[config.mk]
export PLATFORM = sky130hd
export DESIGN_NAME = qbz_screen
export DESIGN_NICKNAME = d
export VERILOG_FILES = /design/src/design/qbz_pkg.sv /design/src/design/qbz_screen.sv
export SDC_FILE = /design/constraint.sdc
export NUM_CORES = 2
export LEC_CHECK = 0
export BUFFER_PORTS_ARGS = -buffer_cell sky130_fd_sc_hd__buf_2
export CELL_PAD_IN_SITES_DETAIL_PLACEMENT = 1
export CELL_PAD_IN_SITES_GLOBAL_PLACEMENT = 1
export CORE_MARGIN = 2
export CORE_UTILIZATION = 55
export CTS_BUF_LIST = sky130_fd_sc_hd__clkbuf_16
export CTS_CLUSTER_DIAMETER = 150
export DETAILED_ROUTE_END_ITERATION = 10
export PLACE_DENSITY = 0.87
export SLEW_MARGIN = 20
export SYNTH_ARGS = -nofsm -noshare
export SYNTH_HDL_FRONTEND = slang
export SYNTH_SLANG_ARGS = --single-unit
[constraint.sdc]
create_clock -name clk -period 12.6 [get_ports clk]
set_input_delay 2.52 -clock clk [delete_from_list [all_inputs] [get_ports clk]]
set_output_delay 2.52 -clock clk [all_outputs]
set_load 0.01 [all_outputs]
[src/design/qbz_pkg.sv]
// Shared types and constants for the quadratic Bezier sample projector.
// No dependencies; every other design file imports this package.
package qbz_pkg;

  // Configuration register indexes.
  localparam logic [2:0] REG_POINT_A  = 3'd0;
  localparam logic [2:0] REG_POINT_B  = 3'd1;
  localparam logic [2:0] REG_POINT_C  = 3'd2;
  localparam logic [2:0] REG_ROW_X    = 3'd3;
  localparam logic [2:0] REG_ROW_Y    = 3'd4;
  localparam logic [2:0] REG_ROW_Z    = 3'd5;
  localparam logic [2:0] REG_VIEWPORT = 3'd6;

  // Quotient bits produced by the divider, one per stage.
  localparam int DIV_N = 48;

  typedef struct packed {
    logic signed [15:0] z;
    logic signed [15:0] y;
    logic signed [15:0] x;
  } qbz_pt_t;

  typedef struct packed {
    logic [31:0] rem;
    logic [47:0] num;
  } qbz_div_lane_t;

  typedef struct packed {
    qbz_div_lane_t lx;
    qbz_div_lane_t ly;
    logic [31:0]   den;
    logic          neg_x;
    logic          neg_y;
    logic          zero;
  } qbz_div_t;

endpackage

[src/design/qbz_screen.sv]
// Screen mapping: signs the quotients, applies the viewport scale and
// offset, saturates and holds the output word. Depends on qbz_pkg.
module qbz_screen import qbz_pkg::*; (
  input  logic               clk,
  input  logic               rst,
  input  logic               en,
  input  logic               in_valid,
  input  qbz_div_t           d,
  input  logic [63:0]        viewport_terms,
  output logic               out_valid,
  output logic signed [31:0] screen_x,
  output logic signed [31:0] screen_y,
  output logic               depth_zero
);

  localparam logic signed [66:0] MAXV = 67'sd2147483647;
  localparam logic signed [66:0] MINV = -67'sd2147483648;

  logic [1:0] vld;
  logic signed [49:0] qx, qy;
  logic signed [65:0] px, py;
  logic z1, z2;

  function automatic logic signed [49:0] shifted_q(logic [47:0] num, logic neg);
    logic signed [49:0] m;
    m = $signed({2'b0, num});
    return (neg ? -m : m) + 50'sd65536;
  endfunction

  function automatic logic signed [31:0] finish(logic signed [65:0] prod,
                                                logic signed [15:0] off);
    logic signed [66:0] v;
    v = 67'(prod >>> 17) + 67'(off);
    if (v > MAXV) begin
      return 32'sh7fffffff;
    end else if (v < MINV) begin
      return 32'sh80000000;
    end
    return v[31:0];
  endfunction

  always_ff @(posedge clk) begin
    if (rst) begin
      vld       <= '0;
      out_valid <= 1'b0;
    end else if (en) begin
      vld       <= {vld[0], in_valid};
      out_valid <= vld[1];
    end
  end

  always_ff @(posedge clk) begin
    if (en) begin
      qx <= shifted_q(d.lx.num, d.neg_x);
      qy <= shifted_q(d.ly.num, d.neg_y);
      z1 <= d.zero;
      px <= qx * $signed(viewport_terms[15:0]);
      py <= qy * $signed(viewport_terms[47:32]);
      z2 <= z1;
      screen_x   <= z2 ? '0 : finish(px, $signed(viewport_terms[31:16]));
      screen_y   <= z2 ? '0 : finish(py, $signed(viewport_terms[63:48]));
      depth_zero <= z2;
    end
  end

endmodule

==> impl_results.md <==
- Status: complete, no violations
- # rows: 130
- CTS buffer count: 38
- Reg2Reg Depth: 24
- Post-synthesis cell count: 7734
- RSZ-0062 raised after global routing: false
- Initial antenna violation count: 19
- Min cycle time layout: 11.55 ns
- DRT iter0 DRCs: 4059
- Clock Tree Buf Depth: 3
- Share of cells above drive strength 1: 0.0548
- Die Area: 130000 um^2
- Period utilization: 0.916
- Total GRT Usage: 0.366
- Synth warnings: 0
- Sequential cell area fraction in the yosys report: 0.115
- Worst EP arrival: 11.89 ns
- Crit path launch type: primary input
- Top-count cell post-synth: inv_1
- Die H: 360 um
- Min-Delay Path Depth: 0
- Vias in the first global route: 66100
- H-tree depth: 2
- Syn Nets: 9869
- Post-cts resize count: 0
- Crit-path max FO: 27
- Clock-pin slew on the worst setup and hold paths: 0.07 ns
- FF/Latch Area: 8020 um^2
- Via density: 5.94
- Worst Path Required: 12.95 ns
- Routed Antenna Nets: 0
- Commonest register cell after synthesis: edfxtp_1
- Clk sinks: 268
- Synthesized flop and latch total: 268
- Post-synth top cells: inv_1 (1795), fa_1 (1476), nand2_1 (1155)
- Fillers: 14500
- Chip width: 360 um
- GR Overflow Total: 0
- Mean Syn Cell Area: 9.02 um^2
- RD Place Congestion: 0.931
- I/O pins: 329
- Crit path buffers/inverters: 6
- # setup viols final: 0
- Vias: 55900
- Final slew viol count: 0
- Multi-input gate area: 53700 um^2
- Root Driver: clkbuf_16
- Largest net degree at the start of global routing: 146
- DR pass1 iterations: 5
- Worst-Skew Late Latency: 0.63 ns
- Clock Skews: 0.0303 ns
- Final HPWL DP: 184000 um
- Critical Path End Type: flop
- Mapped cell area: 69800 um^2
- Largest area contributor in the netlist: fa_1
- First-pass GRT wire length: 367000 um
- Final core occ: 0.585
- DRT Wirelength: 234000 um
- Number of flops mapped to enable cells by yosys: 265
- Post-CTS setup buffers: 0
- Fin. Hold Viols: 0
- CTS Hold Bufs: 0
- Wire length per cell: 24.9 um
- Hold crit path type: reg2reg
- Netlist cell types: 90
- Setup Crit Path Kind: in2reg
- Crit-path max cell delay: 0.78 ns
- IO Port Bufs: 232
- Drt drc: 0
- Tightest Pin Transition: 1.18 ns
- Slew HR: 0.216
- Synth top area share: 0.424
- Area of the core: 126000 um^2
- Total negative slack: 0 ns
- CP Depth: 25
- Crit-path leading delay family: compound AO/OA/AOI/OAI gates
- Area contributors post-synth: fa_1 (42%), edfxtp_1 (11%), inv_1 (9.7%)
- Slowest stage cell, crit path: o31ai_1
- Fmax: 86.6 MHz
- Max-capacitance violation count: 0
- Asr flop ratio synth: 0
- Nets@finish: 9855
- Initial Util: 0.555
- Area Growth Syn to Fin: 5.46%
- TritonCTS clock tree: yes
- Most used cell, CP: fa_1
## per-layer routing
metal | up-vias | track usage | share of wire
met5 | - | 0 | 0.00035
met4 | 12 | 0.170 | 0.048
met3 | 831 | 0.0840 | 0.090
met2 | 2834 | 0.625 | 0.49
met1 | 28900 | 0.439 | 0.37
li1 | 23300 | - | -
## cell type report
class,instances,area share
antenna,8,0.000272
inverter,1797,0.0917
multi-input combinational,5308,0.729
tap,1650,0.0281
clock inverter,30,0.00401
sequential,268,0.109
clock buffer,39,0.0133
timing repair buffer,307,0.0242
## logic make-up after synthesis
family,share of synthesized area
fa+ha+maj,0.495
compound gates,0.0707
buf+inv,0.116
xor+xnor,0.0438
flops,0.115
mux,0.00163
simple gates,0.158
## per-stage QoR
step | setup WS (ns) | cells | hold WS (ns) | instance area, um^2
6_report | 1.05 | 9407 | 0.439 | 73600
5_1_grt | 0.820 | 9406 | 0.458 | 73600
4_1_cts | 1.42 | 9398 | 0.442 | 73500
3_5_place_dp | 0.823 | 9329 | 0.427 | 72300
3_3_place_gp | 1.44 | 9329 | 0.412 | 72200
2_1_floorplan | 3.28 | 7734 | 0.400 | 69800
## worst paths after layout
path / from / endpoint / slack (ns)
setup / recovery: viewport_terms[1] / px[58] / 1.05
hold / removal: z1 / z2 / 0.44
hold reg to reg: z1 / z2 / 0.44
setup reg to reg: qx[28] / px[58] / 2.81
## flip-flops by register name, indices dropped and copies added (netlist names)
name,count
depth_zero,1
qx,50
out_valid,1
py,49
screen_x,32
vld,2
z1,1
screen_y,32
z2,1
px,49
qy,50
## cell usage in the layout (no fill, tap or decap), types with 126 or more instances in the layout
cell type     n
o21ai_0     164
nor2_1      239
inv_1      1797
fa_1       1476
xnor2_1     224
ha_1        396
and2_1      544
nand2_1    1155
edfxtp_1    265
a21oi_1     205
a21o_1      126
buf_2       231
Power is not shown: default switching activity piles up to over one toggle a cycle in this logic, so the estimate is an artifact.
