$ cat src/design/qbz_pkg.sv
// Shared types and constants for the quadratic Bezier sample projector.
// No dependencies; every other design file imports this package.
package qbz_pkg;

  // Configuration register indexes.
  localparam logic [2:0] REG_POINT_A  = 3'd0;
  localparam logic [2:0] REG_POINT_B  = 3'd1;
  localparam logic [2:0] REG_POINT_C  = 3'd2;
  localparam logic [2:0] REG_ROW_X    = 3'd3;
  localparam logic [2:0] REG_ROW_Y    = 3'd4;
  localparam logic [2:0] REG_ROW_Z    = 3'd5;
  localparam logic [2:0] REG_VIEWPORT = 3'd6;

  // Quotient bits produced by the divider, one per stage.
  localparam int DIV_N = 48;

  typedef struct packed {
    logic signed [15:0] z;
    logic signed [15:0] y;
    logic signed [15:0] x;
  } qbz_pt_t;

  typedef struct packed {
    logic [31:0] rem;
    logic [47:0] num;
  } qbz_div_lane_t;

  typedef struct packed {
    qbz_div_lane_t lx;
    qbz_div_lane_t ly;
    logic [31:0]   den;
    logic          neg_x;
    logic          neg_y;
    logic          zero;
  } qbz_div_t;

endpackage

$ cat src/design/qbz_div_stage.sv
// One step of the pipelined restoring divider: one quotient bit for each
// of the x and y lanes, sharing the divisor. Depends on qbz_pkg.
module qbz_div_stage import qbz_pkg::*; (
  input  logic     clk,
  input  logic     rst,
  input  logic     en,
  input  logic     in_valid,
  input  qbz_div_t d_in,
  output logic     out_valid,
  output qbz_div_t d_out
);

  function automatic qbz_div_lane_t step(qbz_div_lane_t l, logic [31:0] den);
    logic [32:0]   sh;
    logic [32:0]   diff;
    logic          ge;
    qbz_div_lane_t r;
    sh    = {l.rem, l.num[47]};
    ge    = (sh >= {1'b0, den});
    diff  = sh - {1'b0, den};
    r.rem = ge ? diff[31:0] : sh[31:0];
    r.num = {l.num[46:0], ge};
    return r;
  endfunction

  always_ff @(posedge clk) begin
    if (rst) begin
      out_valid <= 1'b0;
    end else if (en) begin
      out_valid <= in_valid;
    end
  end

  always_ff @(posedge clk) begin
    if (en) begin
      d_out.lx    <= step(d_in.lx, d_in.den);
      d_out.ly    <= step(d_in.ly, d_in.den);
      d_out.den   <= d_in.den;
      d_out.neg_x <= d_in.neg_x;
      d_out.neg_y <= d_in.neg_y;
      d_out.zero  <= d_in.zero;
    end
  end

`ifndef SYNTHESIS
  a_rem_below_den: assert property (@(posedge clk) disable iff (rst)
    out_valid && !d_out.zero |-> d_out.lx.rem < d_out.den && d_out.ly.rem < d_out.den)
    else $error("divider remainder not below divisor");
`endif

endmodule

$ cat config.mk
export PLATFORM = sky130hd
export DESIGN_NAME = qbz_div_stage
export DESIGN_NICKNAME = d
export VERILOG_FILES = /design/src/design/qbz_pkg.sv /design/src/design/qbz_div_stage.sv
export SDC_FILE = /design/constraint.sdc
export NUM_CORES = 1
export LEC_CHECK = 0
export ABC_AREA = 0
export ABC_CLOCK_PERIOD_IN_PS = 4500
export BUFFER_PORTS_ARGS = -buffer_cell sky130_fd_sc_hd__buf_2
export CAP_MARGIN = 0
export CORE_MARGIN = 8
export CORE_UTILIZATION = 30
export CTS_BUF_LIST = sky130_fd_sc_hd__clkbuf_8
export DETAILED_ROUTE_END_ITERATION = 12
export GPL_TIMING_DRIVEN = 0
export PLACE_DENSITY = 0.62
export SETUP_SLACK_MARGIN = 0.05
export SKIP_LAST_GASP = 1
export SLEW_MARGIN = 15
export SYNTH_ARGS = -nofsm -noshare
export SYNTH_HDL_FRONTEND = slang
export SYNTH_SLANG_ARGS = --single-unit
$ cat constraint.sdc
create_clock -name clk -period 4.5 [get_ports clk]
set_clock_uncertainty 0.05 [all_clocks]
set_input_delay 0.9 -clock clk [delete_from_list [all_inputs] [get_ports clk]]
set_output_delay 0.9 -clock clk [all_outputs]
set_load 0.005 [all_outputs]
==> results of run 1 <==
-- worst min-delay path: stages, from the launching register on --
cell and delay [ps]:
dfxtp_1 350, mux2i_1 70, nor2_1 80
-- worst paths after layout --
kind / slack (ps) / cells past startpoint / to
max: 480 / 12 / d_out[192]$_DFFE_PP_
min: 470 / 2 / out_valid$_SDFFE_PP0P_
max reg2reg: 3860 / 2 / out_valid$_SDFFE_PP0P_
min reg2reg: 470 / 2 / out_valid$_SDFFE_PP0P_
-- layout by cell type (no fill, tap or decap), types with 24 or more instances in the layout --
master	Yosys	layout
buf_2	3	396
inv_1	57	57
o21ai_0	36	36
a21oi_1	50	50
nand2_1	48	48
mux2_4	24	24
ha_1	64	64
edfxtp_1	195	195
nor2_1	42	42
xnor2_1	31	31
-- state kept, by name, indices dropped and copies added (netlist names) --
name and cells:
d_out 195, out_valid 1
-- metal layers --
layer | up-vias | global-route usage, % | wire [um]
met3 | 39 | 5.08 | 2560
li1 | 3928 | - | -
met4 | 10 | 5.23 | 692
met2 | 293 | 29.8 | 18200
met1 | 3895 | 19.4 | 14600
met5 | - | 0 | 58
-- per-stage QoR --
stage	area [um^2]	util, %
after global routing	13500	39.1
final	13500	39.2
after global placement	13100	37.8
after floorplan	10500	-
after detailed placement	13100	37.9
after CTS	13500	39.1
-- layout make-up --
cell class | count | share of cell area [%]
Clock inverter | 15 | 1.37
Multi-Input combinational cell | 546 | 31.7
Sequential cell | 196 | 43.4
Clock buffer | 17 | 1.73
Tap cell | 455 | 4.21
Antenna cell | 4 | 0.0740
Timing Repair Buffer | 395 | 14.9
Inverter | 57 | 1.58
Buffer | 19 | 1.08
-- logic make-up (layout without fill, tap and decap cells) --
| logic type | Yosys count | count (layout) | share of synthesized area [%] |
|---|---|---|---|
| AND/OR/NAND/NOR | 174 | 174 | 8.28 |
| AO/OA/AOI/OAI | 190 | 190 | 12.6 |
| XOR/XNOR | 53 | 53 | 4.41 |
| flip-flops | 196 | 196 | 55.8 |
| adder cells (fa/ha/maj) | 66 | 66 | 7.99 |
| multiplexers | 63 | 63 | 7.48 |
| other | 0 | 4 | 0 |
| buffers and inverters | 76 | 503 | 3.42 |
-- Yosys cell counts, types with 10 or more instances --
cell type and n:
mux2_2 19, inv_1 57, nor2_1 42, nand4_1 12, edfxtp_1 195, nand2_1 48
ha_1 64, nor2b_1 10, xor2_1 22, mux2_1 10, mux2i_1 10, a21o_1 23
a21oi_1 50, mux2_4 24, nand3_1 17, o21ai_0 36, xnor2_1 31
-- power breakdown --
part	internal [mW]	total [mW]	switching (mW)
combinational	0.551	1.18	0.629
sequential	2.25	2.29	0.0477
clock	0.429	1.19	0.765
total	3.23	4.67	1.44
==> metrics.md, run 1 <==
| Metric | Value |
|---|---|
| Largest net degree at the start of global routing | `101` |
| Netlist cell types | `70` |
| FMAX | `about 0.25 GHz` |
| Clock Sinks | `196` |
| Crit path largest cell delay | `approximately 470 ps` |
| RR Startpoint | `out_valid$_SDFFE_PP0P_` |
| Syn nets | `1083` |
| Layout cells sized above 1 | `40.0%` |
| Gr ovfl total | `0` |
| IO Port Bufs | `about 390` |
| Synth area leader | `edfxtp_1` |
| Setup crit start kind | `primary input` |
| Clock latency on the worst-skew pair | `about 490 ps` |
| Post-synthesis sequential area ratio | `~56%` |
| Via count | `8165` |
| Vias in the first global route | `between 8000 and 9000` |
| Fill count | `3433` |
| GRT Util Overall | `roughly 17%` |
| Initial antenna violation count | `8` |
| Drt total wl | `36100 um` |
| IO Pins | `395` |
| Die height | `slightly above 200 um` |
| Post-CTS Setup Inserts | `0` |
| Flops & latches, synth | `196` |
| Root Driver | `clkbuf_8` |
| Outcome | `finished clean` |
| Wire per inst | `21.2 um` |
| Cell Pwr Density | `345 mW/mm^2` |
| Post-Layout Cell Count | `about 1700` |
| Via-per-instance ratio | `4.79` |
| Final setup fails | `0` |
| Max VDD drop | `between 0.15 and 0.2 mV` |
| Clock Tree Buf Depth | `2` |
| Fin crit share | `89.3%` |
| Fin crit period | `4020 ps` |
| Mapped Cells | `818` |
| Synthesis-to-layout area growth | `28.6%` |
| First-pass GRT wire length | `52300 um` |
| Post-layout power | `about 4.7 mW` |
| Post-CTS sizing | `0` |
| Fraction of registers with async set/reset | `0%` |
| CTS tree | `yes` |
| Prevailing post-synth register cell | `edfxtp_1` |
| CP Class | `primary input to flop` |
| CP max-delay cell | `o2111ai_1` |
| Post-Route Setup TNS | `0 ps` |
| Top Family by Delay on Critical Path | `compound AO/OA/AOI/OAI gates` |
| CP Capture Type | `flop` |
| RSZ-0062 raised after global routing | `no` |
| Avg Inst Size Synth | `between 10 and 15 um^2` |
| Die ar. | `a little over 0.04 mm^2` |
| # DRC | `0` |
| Effective utilization at floorplan | `30.5%` |
| Worst-path maximum fanout | `10` |
| Fin. max-slew vios | `0` |
| Hold Path Class | `flop to flop` |
| Total iterations of the first detailed-routing run | `4` |
| PnR worst setup slack | `483 ps` |
| Placer Congestion | `between 0.9 and 1` |
| Core area | `0.0345 mm^2` |
| Top cell type's share of synthesized area | `between 50% and 60%` |
| Final net count | `1497` |
| Relative slew slack | `42.5%` |
| CP Data Required Time | `around 4700 ps` |
| Leading post-synthesis cells by cell area | `edfxtp_1, ha_1, mux2_4` |
| Post-synthesis cell area | `around 0.011 mm^2` |
| Pre-CTS setup slack | `-108 ps` |
| Synthesis Warnings | `0` |
| H-tree levels | `4` |
| Post-synth EDFFs | `195` |
| Post-cts hold buffer count | `0` |
| Final Hold Violating Endpoints | `0` |
| Floorplan row count | `68` |
| Placed cell count | `1668` |
| Reg clk slew, reported paths | `approximately 110 ps` |
| Hold slack final | `468 ps` |
| Footprint of the multi-input gates | `0.00429 mm^2` |
| Initial drt markers | `approximately 380` |
| CP arrival | `around 4200 ps` |
| Hold_sp | `out_valid$_SDFFE_PP0P_` |
| Worst Tran Pin Value | `between 800 and 900 ps` |
| CP cell instances | `buf_2 -> inv_1 -> ha_1 -> nor2b_1 -> o31a_1 -> o31ai_2 -> a21oi_1 -> o2111ai_1 -> o311ai_4 -> a21oi_4 -> buf_6 -> mux2_2` |
| TritonCTS buffer count | `17` |
| Buf+Inv Stages, Crit Path | `3` |
| Final ANT Viol Nets | `0` |
| Leakage | `5.92 nW` |
| Crit path from | `d_in[4]` |
| Storage cell area | `a little under 0.006 mm^2` |
| DIE WIDTH | `~200 um` |
| Max_cap viols | `0` |
| DP Wirelength | `29800 um` |
(Power assumes the default switching activity.)
==> run 2, diff against run 1 <==
--- a/config.mk
+++ b/config.mk
@@ -14,7 +14,7 @@
 export CTS_BUF_LIST = sky130_fd_sc_hd__clkbuf_8
 export DETAILED_ROUTE_END_ITERATION = 12
 export GPL_TIMING_DRIVEN = 0
-export PLACE_DENSITY = 0.62
+export PLACE_DENSITY = 0.5
 export SETUP_SLACK_MARGIN = 0.05
 export SKIP_LAST_GASP = 1
 export SLEW_MARGIN = 15
==> metrics.md, run 2 (same netlist as run 1, synthesis figures left out) <==
| Metric | Value |
|---|---|
| Fin crit period | `3980 ps` |
| Logic pwr share | `25.5%` |
| Hold_sp | `out_valid$_SDFFE_PP0P_` |
| Buf+Inv Stages, Crit Path | `3` |
| DP Wirelength | `29800 um` |
| Reg2reg path depth | `2` |
| Drt total wl | `36200 um` |
| Crit path largest cell delay | `around 500 ps` |
| Final ANT Viol Nets | `0` |
| PnR worst setup slack | `516 ps` |
| Total iterations of the first detailed-routing run | `5` |
| Post-cts hold buffer count | `0` |
| Largest net degree at the start of global routing | `approximately 110` |
| Most flops, register | `d_out` |
| Fill count | `about 3500` |
| CP cell instances | `buf_2 -> inv_1 -> ha_1 -> nor2b_1 -> o31a_1 -> o31ai_2 -> a21oi_1 -> o2111ai_1 -> o311ai_4 -> a21oi_4 -> buf_6 -> mux2_2` |
| Pre-CTS setup slack | `-55.5 ps` |
| IO Pins | `395` |
| # DRC | `0` |
| Wire per inst | `21.3 um` |
| Max_cap viols | `0` |
| Reg clk slew, reported paths | `roughly 110 ps` |
| Post-Route Setup TNS | `0 ps` |
| Clock latency on the worst-skew pair | `480 ps` |
| Storage cell area | `0.00588 mm^2` |
| Footprint of the multi-input gates | `0.00429 mm^2` |
| Vias in the first global route | `8279` |
| Clk network pwr share | `between 20% and 30%` |
| RR Startpoint | `out_valid$_SDFFE_PP0P_` |
| Biggest regs | `d_out (195), out_valid (1)` |
| Die ar. | `approximately 0.041 mm^2` |
| Initial antenna violation count | `7` |
| IO Port Bufs | `394` |
| Via-per-instance ratio | `roughly 4.7` |
| Clock Sinks | `196` |
| Layout cells sized above 1 | `39.8%` |
| Hold Path Class | `flop to flop` |
| RSZ-0062 raised after global routing | `no` |
| Post-CTS sizing | `0` |
| Max reg flops | `195` |
| Placer Congestion | `0.879` |
| Reg power frac | `49.3%` |
| Commonest non-fill, non-tap cell in the layout | `buf_2` |
| Synthesis-to-layout area growth | `28.2%` |
| Effective utilization at floorplan | `30.5%` |
| Sw Ratio | `roughly 30%` |
| Hold depth | `2` |
| Core area | `0.0345 mm^2` |
| Setup crit start kind | `primary input` |
| Psw | `1.39 mW` |
| Fin crit share | `88.5%` |
| Internal power | `~3.2 mW` |
| FMAX | `0.251 GHz` |
| Final net count | `1497` |
| Worst-path maximum fanout | `10` |
| Initial drt markers | `390` |
| Outcome | `finished clean` |
| H-tree levels | `4` |
| CP Data Required Time | `4710 ps` |
| Worst Tran Pin Value | `around 770 ps` |
| Final setup fails | `0` |
| Cell Pwr Density | `344 mW/mm^2` |
| DIE WIDTH | `between 200 and 250 um` |
| Top Family by Delay on Critical Path | `compound AO/OA/AOI/OAI gates` |
| Diode count | `0` |
| R2R Path End | `out_valid$_SDFFE_PP0P_` |
| CTS tree | `yes` |
| Via count | `8073` |
| Post-CTS Setup Inserts | `0` |
| Relative slew slack | `48.6%` |
| Hold Path End | `out_valid$_SDFFE_PP0P_` |
| Root Driver | `clkbuf_8` |
| GRT Util Overall | `16.9%` |
| First-pass GRT wire length | `52500 um` |
| Clock Tree Buf Depth | `2` |
| CP max-delay cell | `o2111ai_1` |
| Max VDD drop | `0.178 mV` |
| Reg2Reg Setup Slack | `3870 ps` |
| Crit path depth | `12` |
| Die height | `about 200 um` |
| TritonCTS buffer count | `17` |
| Final Hold Violating Endpoints | `0` |
| CP Capture Type | `flop` |
| Commonest cells after routing, fill and taps aside | `buf_2, edfxtp_1, ha_1` |
| Floorplan row count | `68` |
| Gr ovfl total | `0` |
| CP Class | `primary input to flop` |
| Fin. max-slew vios | `0` |
| Leakage | `5.90 nW` |
| CP arrival | `4190 ps` |
## run 2: cell count changes in the layout (fill, tap and decap cells not counted)
cell | before | now
clkinv_4 | 4 | 2
inv_12 | 2 | 0
diode_2 | 4 | 0
bufinv_16 | 0 | 1
clkinv_8 | 5 | 2
clkinvlp_4 | 1 | 2
inv_6 | 2 | 4
clkinv_1 | 0 | 3
## run 2: worst max path at each step
stage                        start                endpoint
after global routing       d_in[4]    d_out[191]$_DFFE_PP_
after global placement          en  out_valid$_SDFFE_PP0P_
final                      d_in[4]    d_out[191]$_DFFE_PP_
after floorplan           d_in[13]    d_out[190]$_DFFE_PP_
after detailed placement   d_in[4]    d_out[191]$_DFFE_PP_
after CTS                  d_in[4]    d_out[191]$_DFFE_PP_
## run 2: layout make-up
class / instances / share of cell area (%)
multi-input cells: 546 / 31.8
clock buffers: 17 / 1.73
plain buffers: 19 / 1.09
well taps: 455 / 4.22
repair buffers: 395 / 14.9
flip-flops and latches: 196 / 43.6
clock inverters: 15 / 1.13
inverters: 57 / 1.59
## run 2: layer usage
| metal | track usage, % | part of all wire (%) | up-vias |
|---|---|---|---|
| met5 | 0 | 0.22 | - |
| met2 | 29.3 | 50 | 292 |
| li1 | - | - | 3918 |
| met4 | 3.81 | 1.3 | 12 |
| met1 | 20.1 | 41 | 3819 |
| met3 | 5.38 | 7.5 | 32 |
## run 2: worst register-to-register path, delay by kind of cell, from the launching register on
family        cells  cell delay (ps)
simple gates      1               50
flops             1              320
mux               1              120
## run 2: power by group through the flow
stage	Sequential, mW	Clock, mW	Combinational, mW
final	2.29	1.17	1.18
after floorplan	2.37	0	0.632
after detailed placement	2.33	0	1.20
after global placement	2.34	0	1.20
after CTS	2.29	1.23	1.21
after global routing	2.31	1.28	1.30
## run 2: through the flow
stage / hold WS, ps / cell area [um^2] / utilization (%) / power, mW / std cells
final: 453 / 13500 / 39.0 / 4.64 / 1700
after global routing: 453 / 13500 / 39.0 / 4.89 / 1700
after detailed placement: 437 / 13100 / 37.9 / 3.54 / 1668
after global placement: 427 / 13100 / 37.8 / 3.54 / 1667
after CTS: 450 / 13500 / 39.0 / 4.73 / 1700
after floorplan: 435 / 10500 / - / 3.00 / 818
==> run 3, diff against run 2 <==
--- a/config.mk
+++ b/config.mk
@@ -9,12 +9,14 @@
 export ABC_CLOCK_PERIOD_IN_PS = 4500
 export BUFFER_PORTS_ARGS = -buffer_cell sky130_fd_sc_hd__buf_2
 export CAP_MARGIN = 0
+export CELL_PAD_IN_SITES_DETAIL_PLACEMENT = 0
+export CELL_PAD_IN_SITES_GLOBAL_PLACEMENT = 2
 export CORE_MARGIN = 8
 export CORE_UTILIZATION = 30
 export CTS_BUF_LIST = sky130_fd_sc_hd__clkbuf_8
 export DETAILED_ROUTE_END_ITERATION = 12
 export GPL_TIMING_DRIVEN = 0
-export PLACE_DENSITY = 0.5
+export PLACE_DENSITY = 0.74
 export SETUP_SLACK_MARGIN = 0.05
 export SKIP_LAST_GASP = 1
 export SLEW_MARGIN = 15
==> metrics.md, run 3 (same netlist as run 1, synthesis figures left out) <==
| Metric | Value |
|---|---|
| Synthesis-to-layout area growth | `28.8%` |
| Outcome | `finished clean` |
| Via count | `slightly above 8000` |
| Wire per inst | `21.5 um` |
| Effective utilization at floorplan | `30.5%` |
| Drt total wl | `36600 um` |
| Total iterations of the first detailed-routing run | `4` |
| CP cell instances | `buf_2 -> inv_1 -> ha_1 -> nor2b_1 -> o31a_1 -> o31ai_2 -> a21oi_1 -> o2111ai_1 -> o311ai_4 -> a21oi_4 -> buf_6 -> mux2_2` |
| Biggest regs | `d_out (195), out_valid (1)` |
| Initial drt markers | `about 330` |
| Leakage | `5.94 nW` |
| Worst-path maximum fanout | `10` |
| IO Port Bufs | `~390` |
| Fin crit share | `approximately nine tenths` |
| Reg2Reg Setup Slack | `3870 ps` |
| Initial antenna violation count | `6` |
| Top Family by Delay on Critical Path | `compound AO/OA/AOI/OAI gates` |
| CP max-delay cell | `o2111ai_1` |
| Commonest non-fill, non-tap cell in the layout | `buf_2` |
| Final ANT Viol Nets | `0` |
| R2R Path End | `out_valid$_SDFFE_PP0P_` |
| Hold depth | `2` |
| Placer Congestion | `0.826` |
| Die height | `approximately 200 um` |
| Post-cts hold buffer count | `0` |
| CP Class | `primary input to flop` |
| Relative slew slack | `roughly 56%` |
| Commonest cells after routing, fill and taps aside | `buf_2, edfxtp_1, ha_1` |
| Clock Sinks | `196` |
| CTS tree | `yes` |
| Post-CTS sizing | `0` |
| Root Driver | `clkbuf_8` |
| Buf+Inv Stages, Crit Path | `3` |
| First-pass GRT wire length | `53000 um` |
| Max VDD drop | `0.169 mV` |
| Worst Tran Pin Value | `654 ps` |
| Post-Route Setup TNS | `0 ps` |
| Hold Path Class | `flop to flop` |
| Via-per-instance ratio | `4.75` |
| TritonCTS buffer count | `17` |
| CP Data Required Time | `4700 ps` |
| Hold_sp | `out_valid$_SDFFE_PP0P_` |
| Clock Tree Buf Depth | `2` |
| IO Pins | `395` |
| Cell Pwr Density | `348 mW/mm^2` |
| Fin crit period | `3980 ps` |
| Hold slack final | `~450 ps` |
| RR Startpoint | `out_valid$_SDFFE_PP0P_` |
| Crit path largest cell delay | `490 ps` |
| Reg2reg path depth | `2` |
| Die ar. | `0.0413 mm^2` |
| # DRC | `0` |
| CP arrival | `4180 ps` |
| Setup crit start kind | `primary input` |
| CP Capture Type | `flop` |
| H-tree levels | `4` |
| Max_cap viols | `0` |
| DP Wirelength | `30200 um` |
| Hold Path End | `out_valid$_SDFFE_PP0P_` |
| FMAX | `between 0.2 and 0.3 GHz` |
| Largest net degree at the start of global routing | `just over 90` |
| Gr ovfl total | `0` |
| Layout cells sized above 1 | `40.0%` |
| Max reg flops | `195` |
| Clock latency on the worst-skew pair | `480 ps` |
| Floorplan row count | `between 60 and 70` |
| Final Hold Violating Endpoints | `0` |
| Reg clk slew, reported paths | `~120 ps` |
| GRT Util Overall | `between 10% and 20%` |
| Core area | `0.0345 mm^2` |
| Vias in the first global route | `8349` |
| Post-CTS Setup Inserts | `0` |
| Final net count | `between 1000 and 1500` |
| Fin. max-slew vios | `0` |
| RSZ-0062 raised after global routing | `no` |
| Final setup fails | `0` |
| Most flops, register | `d_out` |
| DIE WIDTH | `203 um` |
| Fill count | `3464` |
-- run 3: cell count changes in the layout (fill, tap and decap cells not counted), sizes merged --
| cell | before | now |
|---|---|---|
| clkinvlp | 2 | 1 |
| clkinv | 7 | 5 |
| inv | 62 | 64 |
| bufinv | 1 | 2 |
| diode | 0 | 1 |
| buf | 405 | 406 |
-- run 3: worst max-delay path by stage --
stage,start,to,slack [ps],depth (start not counted)
floorplan,d_in[13],d_out[190]$_DFFE_PP_,940,11
global placement,en,out_valid$_SDFFE_PP0P_,-360,3
detailed placement,d_in[4],d_out[192]$_DFFE_PP_,-100,12
CTS,d_in[4],d_out[192]$_DFFE_PP_,470,12
global route,d_in[4],d_out[192]$_DFFE_PP_,310,12
finish,d_in[4],d_out[192]$_DFFE_PP_,520,12
-- run 3: power by group --
part | total, mW | switching [mW] | internal (mW)
clock | 1.24 | 0.724 | 0.520
sequential | 2.29 | 0.0459 | 2.24
combinational | 1.18 | 0.630 | 0.554
-- run 3: tightest hold or removal path: cells and delay by family, from the launching register on --
| family | cells | cell delay [ps] |
|---|---|---|
| DFF | 1 | 340 |
| and+or+nand+nor | 1 | 70 |
| muxes | 1 | 60 |
-- run 3: cell type report --
| cell class | count | area [um^2] | area share [%] |
|---|---|---|---|
| inverter | 57 | 214 | 1.58 |
| tap | 455 | 569 | 4.20 |
| sequential | 196 | 5880 | 43.3 |
| antenna | 1 | 2.50 | 0.0185 |
| clock buffer | 17 | 234 | 1.73 |
| timing repair buffer | 396 | 2040 | 15.0 |
| clock inverter | 15 | 190 | 1.40 |
| buffer | 19 | 146 | 1.08 |
| multi-input combinational | 546 | 4290 | 31.6 |
-- run 3: per-stage QoR --
step	util [%]	total power [mW]	cell area, um^2	cells	setup WS [ps]
2_1_floorplan	-	3.00	10500	818	941
3_3_place_gp	37.8	3.54	13100	1667	-360
3_5_place_dp	38.0	3.54	13100	1669	-95.4
4_1_cts	39.2	4.81	13600	1701	474
5_1_grt	39.2	4.96	13600	1701	312
6_report	39.2	4.72	13600	1702	522
-- run 3: per-layer routing --
layer  part of all wire (%)  track usage, %
met4                    2.2            5.75
met2                     49            29.6
met5                   0.18               0
met3                    6.9            4.55
met1                     41            20.0
